<file path="src/sv/rgbhsv_pkg.sv">
// Shared beat types and fixed-point constants of the RGB/HSV colour converter.
package rgbhsv_pkg;

  typedef struct packed {
    logic       op;
    logic [7:0] in_red;
    logic [7:0] in_green;
    logic [7:0] in_blue;
    logic [7:0] in_hue;
    logic [7:0] in_saturation;
    logic [7:0] in_value;
  } in_t;

  typedef struct packed {
    logic [7:0] out_red;
    logic [7:0] out_green;
    logic [7:0] out_blue;
    logic [7:0] out_hue;
    logic [7:0] out_saturation;
    logic [7:0] out_value;
  } out_t;

  // Operation codes
  localparam logic OpFromRgb = 1'b0;
  localparam logic OpFromHsv = 1'b1;

  localparam logic [7:0] Full8 = 8'd255;

  // Reciprocals for division by a constant: floor(x * K >> S), then one correction step
  localparam logic [9:0] RecipHue = 10'((32'd1 << 17) / 32'd255);
  localparam logic [7:0] RecipPct = 8'((32'd1 << 15) / 32'd255);
  localparam logic [8:0] RecipLv  = 9'((32'd1 << 16) / 32'd200);
  localparam logic [8:0] RecipLm  = 9'((32'd1 << 23) / 32'd20000);
  localparam logic [8:0] RecipLn  = 9'((32'd1 << 29) / 32'd1200000);

endpackage

</file>
<file path="src/sv/rgb_hsv_color_converter_unit.sv">
// Ten-stage RGB/HSV colour converter: one colour in, all six channels out.
//
// The block takes one colour beat per clock while no result is stalled on the
// output, and returns results in order. For an RGB beat the hue is the exact floor of
// 255 * hexcone fraction, formed by a restoring divider that settles one quotient
// bit per pipeline stage; a grey input gives hue 0, and saturation and value always
// read 255. For an HSV beat the input is echoed and the RGB levels come from a chain of
// small multipliers and reciprocal divisions by constants, one step per stage.
// The whole pipeline holds while a finished result waits on the output, so the
// input is ready whenever the output register is empty or is being taken.
module rgb_hsv_color_converter_unit (
  input  logic               clk_i,
  input  logic               rst_ni,
  input  logic               in_valid_i,
  output logic               in_ready_o,
  input  rgbhsv_pkg::in_t    in_data_i,
  output logic               out_valid_o,
  input  logic               out_ready_i,
  output rgbhsv_pkg::out_t   out_data_o
);
  import rgbhsv_pkg::*;

  localparam logic [2:0] SecRed     = 3'd0;
  localparam logic [2:0] SecYellow  = 3'd1;
  localparam logic [2:0] SecGreen   = 3'd2;
  localparam logic [2:0] SecCyan    = 3'd3;
  localparam logic [2:0] SecBlue    = 3'd4;
  localparam logic [2:0] SecMagenta = 3'd5;
  localparam logic [2:0] SecWrap    = 3'd6;

  typedef struct packed {
    logic [16:0] xh;
    logic [14:0] xs;
    logic [14:0] xv;
    logic [8:0]  hh;
    logic [6:0]  ss;
    logic [6:0]  vv;
    logic [2:0]  sec;
    logic [5:0]  f;
    logic [12:0] sf;
    logic [6:0]  oms;
    logic [13:0] p;
    logic [19:0] q;
    logic [15:0] nv;
    logic [22:0] nm;
    logic [28:0] nn;
    logic [7:0]  lv;
    logic [7:0]  lm;
    logic [7:0]  ln;
  } hsv_t;

  function automatic logic [19:0] div_step(logic [18:0] rem, logic [10:0] den, logic [2:0] k);
    logic [18:0] sub;
    sub = {8'b0, den} << k;
    if (rem >= sub) begin
      return {1'b1, rem - sub};
    end
    return {1'b0, rem};
  endfunction

  logic        en;
  logic [10:1] vld_q;
  in_t         pl_q [1:9];
  hsv_t        hsv_q [1:9];
  hsv_t        hsv1_d;
  hsv_t        hsv_d [2:9];
  logic [10:0] n1_q, n1_d;
  logic [7:0]  d1_q, d1_d;
  logic [18:0] rem_q [2:9];
  logic [18:0] rem2_d;
  logic [18:0] rem_d [3:9];
  logic [10:0] den_q [2:9];
  logic [10:0] den2_d;
  logic [7:0]  quo_q [2:9];
  logic [7:0]  quo_d [3:9];
  out_t        out_q, out_d;

  // Advance everything unless a result is stuck on the output
  assign en          = !vld_q[10] || out_ready_i;
  assign in_ready_o  = en;
  assign out_valid_o = vld_q[10];
  assign out_data_o  = out_q;

  // Stage 1: hexcone numerator and span; HSV scaled products
  always_comb begin
    logic [7:0] r, g, b, p;
    logic       g_ge_b;
    r      = in_data_i.in_red;
    g      = in_data_i.in_green;
    b      = in_data_i.in_blue;
    g_ge_b = (g >= b);
    p      = g_ge_b ? g : b;
    if (r >= p) begin
      if (g_ge_b) begin
        d1_d = r - b;
        n1_d = {3'b000, g} - {3'b000, b};
      end else begin
        d1_d = r - g;
        n1_d = 11'd6 * {3'b000, d1_d} + {3'b000, g} - {3'b000, b};
      end
    end else begin
      if (g_ge_b) begin
        d1_d = g - ((r < b) ? r : b);
        n1_d = 11'd2 * {3'b000, d1_d} + {3'b000, b} - {3'b000, r};
      end else begin
        d1_d = b - ((r < g) ? r : g);
        n1_d = 11'd4 * {3'b000, d1_d} + {3'b000, r} - {3'b000, g};
      end
    end

    hsv1_d    = '0;
    hsv1_d.xh = {9'b0, in_data_i.in_hue} * 17'd360;
    hsv1_d.xs = {7'b0, in_data_i.in_saturation} * 15'd100;
    hsv1_d.xv = {7'b0, in_data_i.in_value} * 15'd100;
  end

  // Stage 2 of the RGB path: numerator times 255, divisor six spans
  assign rem2_d = {n1_q, 8'b0} - {8'b0, n1_q};
  assign den2_d = {3'b000, d1_q} * 11'd6;

  // One restoring step per stage; quotient shifts in from the bottom
  always_comb begin
    logic [19:0] step;
    for (int j = 3; j <= 9; j++) begin
      step     = div_step(rem_q[j-1], den_q[j-1], 3'(10 - j));
      rem_d[j] = step[18:0];
      quo_d[j] = {quo_q[j-1][6:0], step[19]};
    end
  end

  // HSV path, stages 2 to 9
  always_comb begin
    logic [26:0] ph;
    logic [22:0] ps, pv;
    logic [24:0] plv;
    logic [31:0] plm;
    logic [37:0] pln;
    logic [8:0]  hh;

    hsv_d[2]    = hsv_q[1];
    ph          = {10'b0, hsv_q[1].xh} * {17'b0, RecipHue};
    ps          = {8'b0, hsv_q[1].xs} * {15'b0, RecipPct};
    pv          = {8'b0, hsv_q[1].xv} * {15'b0, RecipPct};
    hsv_d[2].hh = ph[25:17];
    hsv_d[2].ss = ps[21:15];
    hsv_d[2].vv = pv[21:15];

    // Correct the reciprocal estimates, which may fall one short
    hsv_d[3] = hsv_q[2];
    if (hsv_q[2].xh >= ({8'b0, hsv_q[2].hh} + 17'd1) * 17'd255) begin
      hsv_d[3].hh = hsv_q[2].hh + 9'd1;
    end
    if (hsv_q[2].xs >= ({8'b0, hsv_q[2].ss} + 15'd1) * 15'd255) begin
      hsv_d[3].ss = hsv_q[2].ss + 7'd1;
    end
    if (hsv_q[2].xv >= ({8'b0, hsv_q[2].vv} + 15'd1) * 15'd255) begin
      hsv_d[3].vv = hsv_q[2].vv + 7'd1;
    end

    hsv_d[4] = hsv_q[3];
    hh       = hsv_q[3].hh;
    priority if (hh >= 9'd360) begin
      hsv_d[4].sec = SecWrap;
      hsv_d[4].f   = 6'(hh - 9'd360);
    end else if (hh >= 9'd300) begin
      hsv_d[4].sec = SecMagenta;
      hsv_d[4].f   = 6'(hh - 9'd300);
    end else if (hh >= 9'd240) begin
      hsv_d[4].sec = SecBlue;
      hsv_d[4].f   = 6'(hh - 9'd240);
    end else if (hh >= 9'd180) begin
      hsv_d[4].sec = SecCyan;
      hsv_d[4].f   = 6'(hh - 9'd180);
    end else if (hh >= 9'd120) begin
      hsv_d[4].sec = SecGreen;
      hsv_d[4].f   = 6'(hh - 9'd120);
    end else if (hh >= 9'd60) begin
      hsv_d[4].sec = SecYellow;
      hsv_d[4].f   = 6'(hh - 9'd60);
    end else begin
      hsv_d[4].sec = SecRed;
      hsv_d[4].f   = hh[5:0];
    end
    // Rising sectors use the complement of the fraction
    if (!hsv_d[4].sec[0]) begin
      hsv_d[4].f = 6'd60 - hsv_d[4].f;
    end

    hsv_d[5]     = hsv_q[4];
    hsv_d[5].sf  = {6'b0, hsv_q[4].ss} * {7'b0, hsv_q[4].f};
    hsv_d[5].oms = 7'd100 - hsv_q[4].ss;

    hsv_d[6]    = hsv_q[5];
    hsv_d[6].p  = {7'b0, hsv_q[5].vv} * {7'b0, hsv_q[5].oms};
    hsv_d[6].q  = {13'b0, hsv_q[5].vv} * (20'd6000 - {7'b0, hsv_q[5].sf});
    hsv_d[6].nv = {9'b0, hsv_q[5].vv} * 16'd510 + 16'd100;

    hsv_d[7]    = hsv_q[6];
    hsv_d[7].nm = {9'b0, hsv_q[6].p} * 23'd510 + 23'd10000;
    hsv_d[7].nn = {9'b0, hsv_q[6].q} * 29'd510 + 29'd600000;

    hsv_d[8]    = hsv_q[7];
    plv         = {9'b0, hsv_q[7].nv} * {16'b0, RecipLv};
    plm         = {9'b0, hsv_q[7].nm} * {23'b0, RecipLm};
    pln         = {9'b0, hsv_q[7].nn} * {29'b0, RecipLn};
    hsv_d[8].lv = plv[23:16];
    hsv_d[8].lm = plm[30:23];
    hsv_d[8].ln = pln[36:29];

    hsv_d[9] = hsv_q[8];
    if (hsv_q[8].nv >= ({8'b0, hsv_q[8].lv} + 16'd1) * 16'd200) begin
      hsv_d[9].lv = hsv_q[8].lv + 8'd1;
    end
    if (hsv_q[8].nm >= ({15'b0, hsv_q[8].lm} + 23'd1) * 23'd20000) begin
      hsv_d[9].lm = hsv_q[8].lm + 8'd1;
    end
    if (hsv_q[8].nn >= ({21'b0, hsv_q[8].ln} + 29'd1) * 29'd1200000) begin
      hsv_d[9].ln = hsv_q[8].ln + 8'd1;
    end
  end

  // Output stage: last quotient bit, sector routing and echo
  always_comb begin
    logic [19:0] step;
    logic [7:0]  lv, lm, ln;
    step = div_step(rem_q[9], den_q[9], 3'd0);
    lv   = hsv_q[9].lv;
    lm   = hsv_q[9].lm;
    ln   = hsv_q[9].ln;
    if (pl_q[9].op == OpFromRgb) begin
      out_d.out_red        = pl_q[9].in_red;
      out_d.out_green      = pl_q[9].in_green;
      out_d.out_blue       = pl_q[9].in_blue;
      out_d.out_hue        = (den_q[9] == 11'd0) ? 8'd0 : {quo_q[9][6:0], step[19]};
      out_d.out_saturation = Full8;
      out_d.out_value      = Full8;
    end else begin
      unique case (hsv_q[9].sec)
        SecYellow:  {out_d.out_red, out_d.out_green, out_d.out_blue} = {ln, lv, lm};
        SecGreen:   {out_d.out_red, out_d.out_green, out_d.out_blue} = {lm, lv, ln};
        SecCyan:    {out_d.out_red, out_d.out_green, out_d.out_blue} = {lm, ln, lv};
        SecBlue:    {out_d.out_red, out_d.out_green, out_d.out_blue} = {ln, lm, lv};
        SecMagenta: {out_d.out_red, out_d.out_green, out_d.out_blue} = {lv, lm, ln};
        default:    {out_d.out_red, out_d.out_green, out_d.out_blue} = {lv, ln, lm};
      endcase
      out_d.out_hue        = pl_q[9].in_hue;
      out_d.out_saturation = pl_q[9].in_saturation;
      out_d.out_value      = pl_q[9].in_value;
    end
  end

  always_ff @(posedge clk_i or negedge rst_ni) begin
    if (!rst_ni) begin
      vld_q <= '0;
    end else if (en) begin
      vld_q <= {vld_q[9:1], in_valid_i};
    end
  end

  always_ff @(posedge clk_i) begin
    if (en) begin
      n1_q     <= n1_d;
      d1_q     <= d1_d;
      pl_q[1]  <= in_data_i;
      hsv_q[1] <= hsv1_d;
      rem_q[2] <= rem2_d;
      den_q[2] <= den2_d;
      quo_q[2] <= '0;
      for (int k = 2; k <= 9; k++) begin
        pl_q[k]  <= pl_q[k-1];
        hsv_q[k] <= hsv_d[k];
      end
      for (int k = 3; k <= 9; k++) begin
        rem_q[k] <= rem_d[k];
        den_q[k] <= den_q[k-1];
        quo_q[k] <= quo_d[k];
      end
      out_q <= out_d;
    end
  end

endmodule

</file>
<file path="config.mk">
export PLATFORM = sky130hd
export DESIGN_NAME = rgb_hsv_color_converter_unit
export DESIGN_NICKNAME = d
export VERILOG_FILES = /design/src/sv/rgbhsv_pkg.sv /design/src/sv/rgb_hsv_color_converter_unit.sv
export SDC_FILE = /design/constraint.sdc
export NUM_CORES = 2
export LEC_CHECK = 0
export BUFFER_PORTS_ARGS = -buffer_cell sky130_fd_sc_hd__buf_4
export CORE_MARGIN = 5
export CORE_UTILIZATION = 50
export DETAILED_ROUTE_END_ITERATION = 10
export PLACE_DENSITY_LB_ADDON = 0.12
export SETUP_SLACK_MARGIN = 0.3
export SYNTH_ARGS = -nofsm -noshare
export SYNTH_HDL_FRONTEND = slang
export SYNTH_SLANG_ARGS = --single-unit
</file>
<file path="constraint.sdc">
create_clock -name clk_i -period 49 [get_ports clk_i]
set_input_delay 9.8 -clock clk_i [delete_from_list [all_inputs] [get_ports clk_i]]
set_output_delay 9.8 -clock clk_i [all_outputs]
set_load 0.005 [all_outputs]
</file>
==> results.toml <==
[yosys]
yosysSeqAreaShare_pct = 41.2
syn_area_um2 = 84800
synthArstFlopShare_pct = 0.858
synth_warnings = 0
syn_area_per_cell_um2 = 11.9
ys_ff_latch = 1166
ys.flop_type = "edfxtp_1"
synth_nets = 8941
synth_edf_count = 1156
syn_inst = 7140
ys_types = 92

[floorplan]
die_h_um = 422
fp-row-count = 151
num_io_pins = 103
core_region_area_um2 = 169000
start_util_pct = 50.2
die_w_um = 422
dieArea_um2 = 178000

[worst_setup_path]
r2r-start = "hsv_q[0][1800]"
end_kind = "primary output"
crit_path_end = "in_ready_o"
crit_start = "out_ready_i"
critPathArrivalTime_ps = 10290
crit_required_ps = 39200
reg2reg_slack_ps = 41000
rr_endpoint = "hsv_q[0][2029]"
startpoint_type = "input port"
critPathKind = "input port to primary output"
crit_fanout = 3
reg2regPathDepth = 27

[clocking]
cts_sinks = 1166
post_cts_buffers = 0
cts_tree = "done"
clkTransAtPathRegs_ps = 50
cts_inserted_buffers = 130
cts_max_level = 4
cts_root_buffer = "clkbuf_16"
cts_hold_buffers = 0
cts.path.max_buffers = 3
worstSkewPairLatency_ps = 760
ctsResizeCount = 0

[sta]
relSlewSlack_pct = 10.3
finClkSkew_ps = 47.8
layout_worst_path_cycle_share_pct = 41.0
finalSetupViolCount = 0
fmax_mhz = 49.8
rsz0062_at_grt = "no"
finalSetupTns_ps = 0
period_minus_slack_ps = 20090
worst_pin_slew_ps = 1330
maxSlewViolCount = 0
final-hold-violation-count = 0

[route]
drt_iter0_markers = 2373
detail-route-antenna-nets = 0
post_drt_wl_per_cell_um = 16.4
vias_per_cell = 5.09
vias = 49100
dr.pass1.iters = 5
wl_um = 158000
drcViolationCount = 0

[global_route]
grt_pass1_wl_um = 264000
gr-total-overflow = 0
grt_max_degree = 177
grt_pass1_vias = 51500
antenna_found_initial = 0
track_usage_pct = 18.2

[min_path]
worstHoldPathType = "flop to flop"

[layout]
drive_above_1_share_pct = 5.51
fillers = 14300
syn_to_final_growth_pct = 9.42
num-nets-final = 9128

[placed_design]
gpl.final_weighted_congestion = 0.843
port_buffers = 102
dp_hpwl_um = 125000

[run_status]
status = "complete, no violations"

[run]
maxCapViolCount = 0
==> state kept, by name, indices dropped and copies added, names as in the netlist <==
name and cells:
d1_q 8, hsv_q 388, vld_q 10, rem_q 152, quo_q 28, n1_q 11, out_data_o 48, den_q 80
pl_q 441
==> area by class of cell <==
class                           instances  area [um2]  share of cell area, %
Clock buffer                          143        3300                   3.56
Timing Repair Buffer                  133        1020                   1.10
Antenna cell                            1        2.50                0.00270
Inverter                             1360        5100                   5.50
Clock inverter                         88        1150                   1.24
Multi-Input combinational cell       4536       44500                   47.9
Sequential cell                      1166       35000                   37.7
Tap cell                             2218        2780                   2.99
==> cell usage in the layout (no fill, tap or decap), types with 15 or more instances in the layout <==
cell type and n:
buf_4 131, clkinv_2 18, a21oi_1 284, or3_1 15, o21bai_1 49, o31ai_1 16
nand2_1 327, nor4_1 16, bufinv_16 16, ha_1 1060, and2_1 94, clkbuf_16 130
a21o_1 133, xnor2_1 320, fa_1 688, a21boi_0 26, nor3_1 74, nand2b_1 108
nand4_1 34, o21a_1 51, edfxtp_1 1156, a211oi_1 22, xor2_1 185, inv_1 1358
clkinv_1 25, nor2_1 323, o21ai_0 237, and3_1 26, mux2_2 29, nor2b_1 77
nand3_1 79, mux2i_1 22
==> routing by layer <==
metal / up-vias / global-route usage (%) / share of wire (%)
li1: 24500 / - / -
met1: 23800 / 24.6 / 46
met2: 603 / 31.4 / 49
met3: 183 / 2.37 / 2.9
met4: 0 / 4.18 / 2.0
met5: - / 0 / 0
==> how the worst min path moves through the flow <==
stage                  start              to  slack, ps  cells past startpoint
2_1_floorplan  hsv_q[0][830]  hsv_q[0][1055]        400                      0
3_3_place_gp    pl_q[0][381]    pl_q[0][430]        400                      0
3_5_place_dp   hsv_q[0][836]  hsv_q[0][1061]        400                      0
4_1_cts         pl_q[0][261]    pl_q[0][310]        400                      0
5_1_grt         pl_q[0][261]    pl_q[0][310]        410                      0
6_report        pl_q[0][261]    pl_q[0][310]        400                      0
==> cell usage after synthesis, types with 26 or more instances <==
library cell | instances | share of area (%)
xor2_1 | 185 | 1.9
and3_1 | 26 | 0.19
nand3_1 | 79 | 0.47
nor3_1 | 74 | 0.44
nor2_1 | 323 | 1.4
a21o_1 | 133 | 1.2
ha_1 | 1060 | 16
o21a_1 | 51 | 0.45
mux2_2 | 29 | 0.38
nand2b_1 | 109 | 0.80
o21ai_0 | 237 | 1.4
edfxtp_1 | 1156 | 41
xnor2_1 | 320 | 3.3
and2_1 | 94 | 0.69
nand4_1 | 34 | 0.25
o21bai_1 | 49 | 0.43
a21oi_1 | 284 | 1.7
inv_1 | 1358 | 6.0
nor2b_1 | 77 | 0.57
a21boi_0 | 26 | 0.23
clkbuf_1 | 67 | 0.30
fa_1 | 688 | 16
nand2_1 | 327 | 1.4
==> through the flow <==
| stage | utilization [%] | std cells | setup WS [ps] | area [um2] | hold slack (ps) |
|---|---|---|---|---|---|
| floorplan | - | 7140 | 14840 | 84800 | 400 |
| global placement | 52.3 | 9413 | 28870 | 88400 | 400 |
| detailed placement | 52.3 | 9413 | 28870 | 88400 | 405 |
| CTS | 54.9 | 9644 | 28860 | 92800 | 400 |
| global route | 54.9 | 9644 | 28880 | 92800 | 408 |
| finish | 54.9 | 9645 | 28910 | 92800 | 401 |
==> critical path, cell delays in order <==
cell      delay, ps
buf_4           110
nand2b_4        200
buf_4           170
==> cell families (layout without fill, tap and decap cells) <==
group,count (synthesis),after routing,synth area share (%)
other,0,1,0
multiplexers,51,51,0.644
adder cells (fa/ha/maj),1748,1748,31.9
flip-flops,1166,1166,41.2
AND/OR/NAND/NOR,1234,1234,7.10
AO/OA/AOI/OAI,996,996,7.56
XOR/XNOR,507,507,5.25
buffers and inverters,1438,1724,6.37
Power is left out: the tool's default activity adds up to more than one toggle a clock period on the data nets, which glitch-free logic cannot reach.
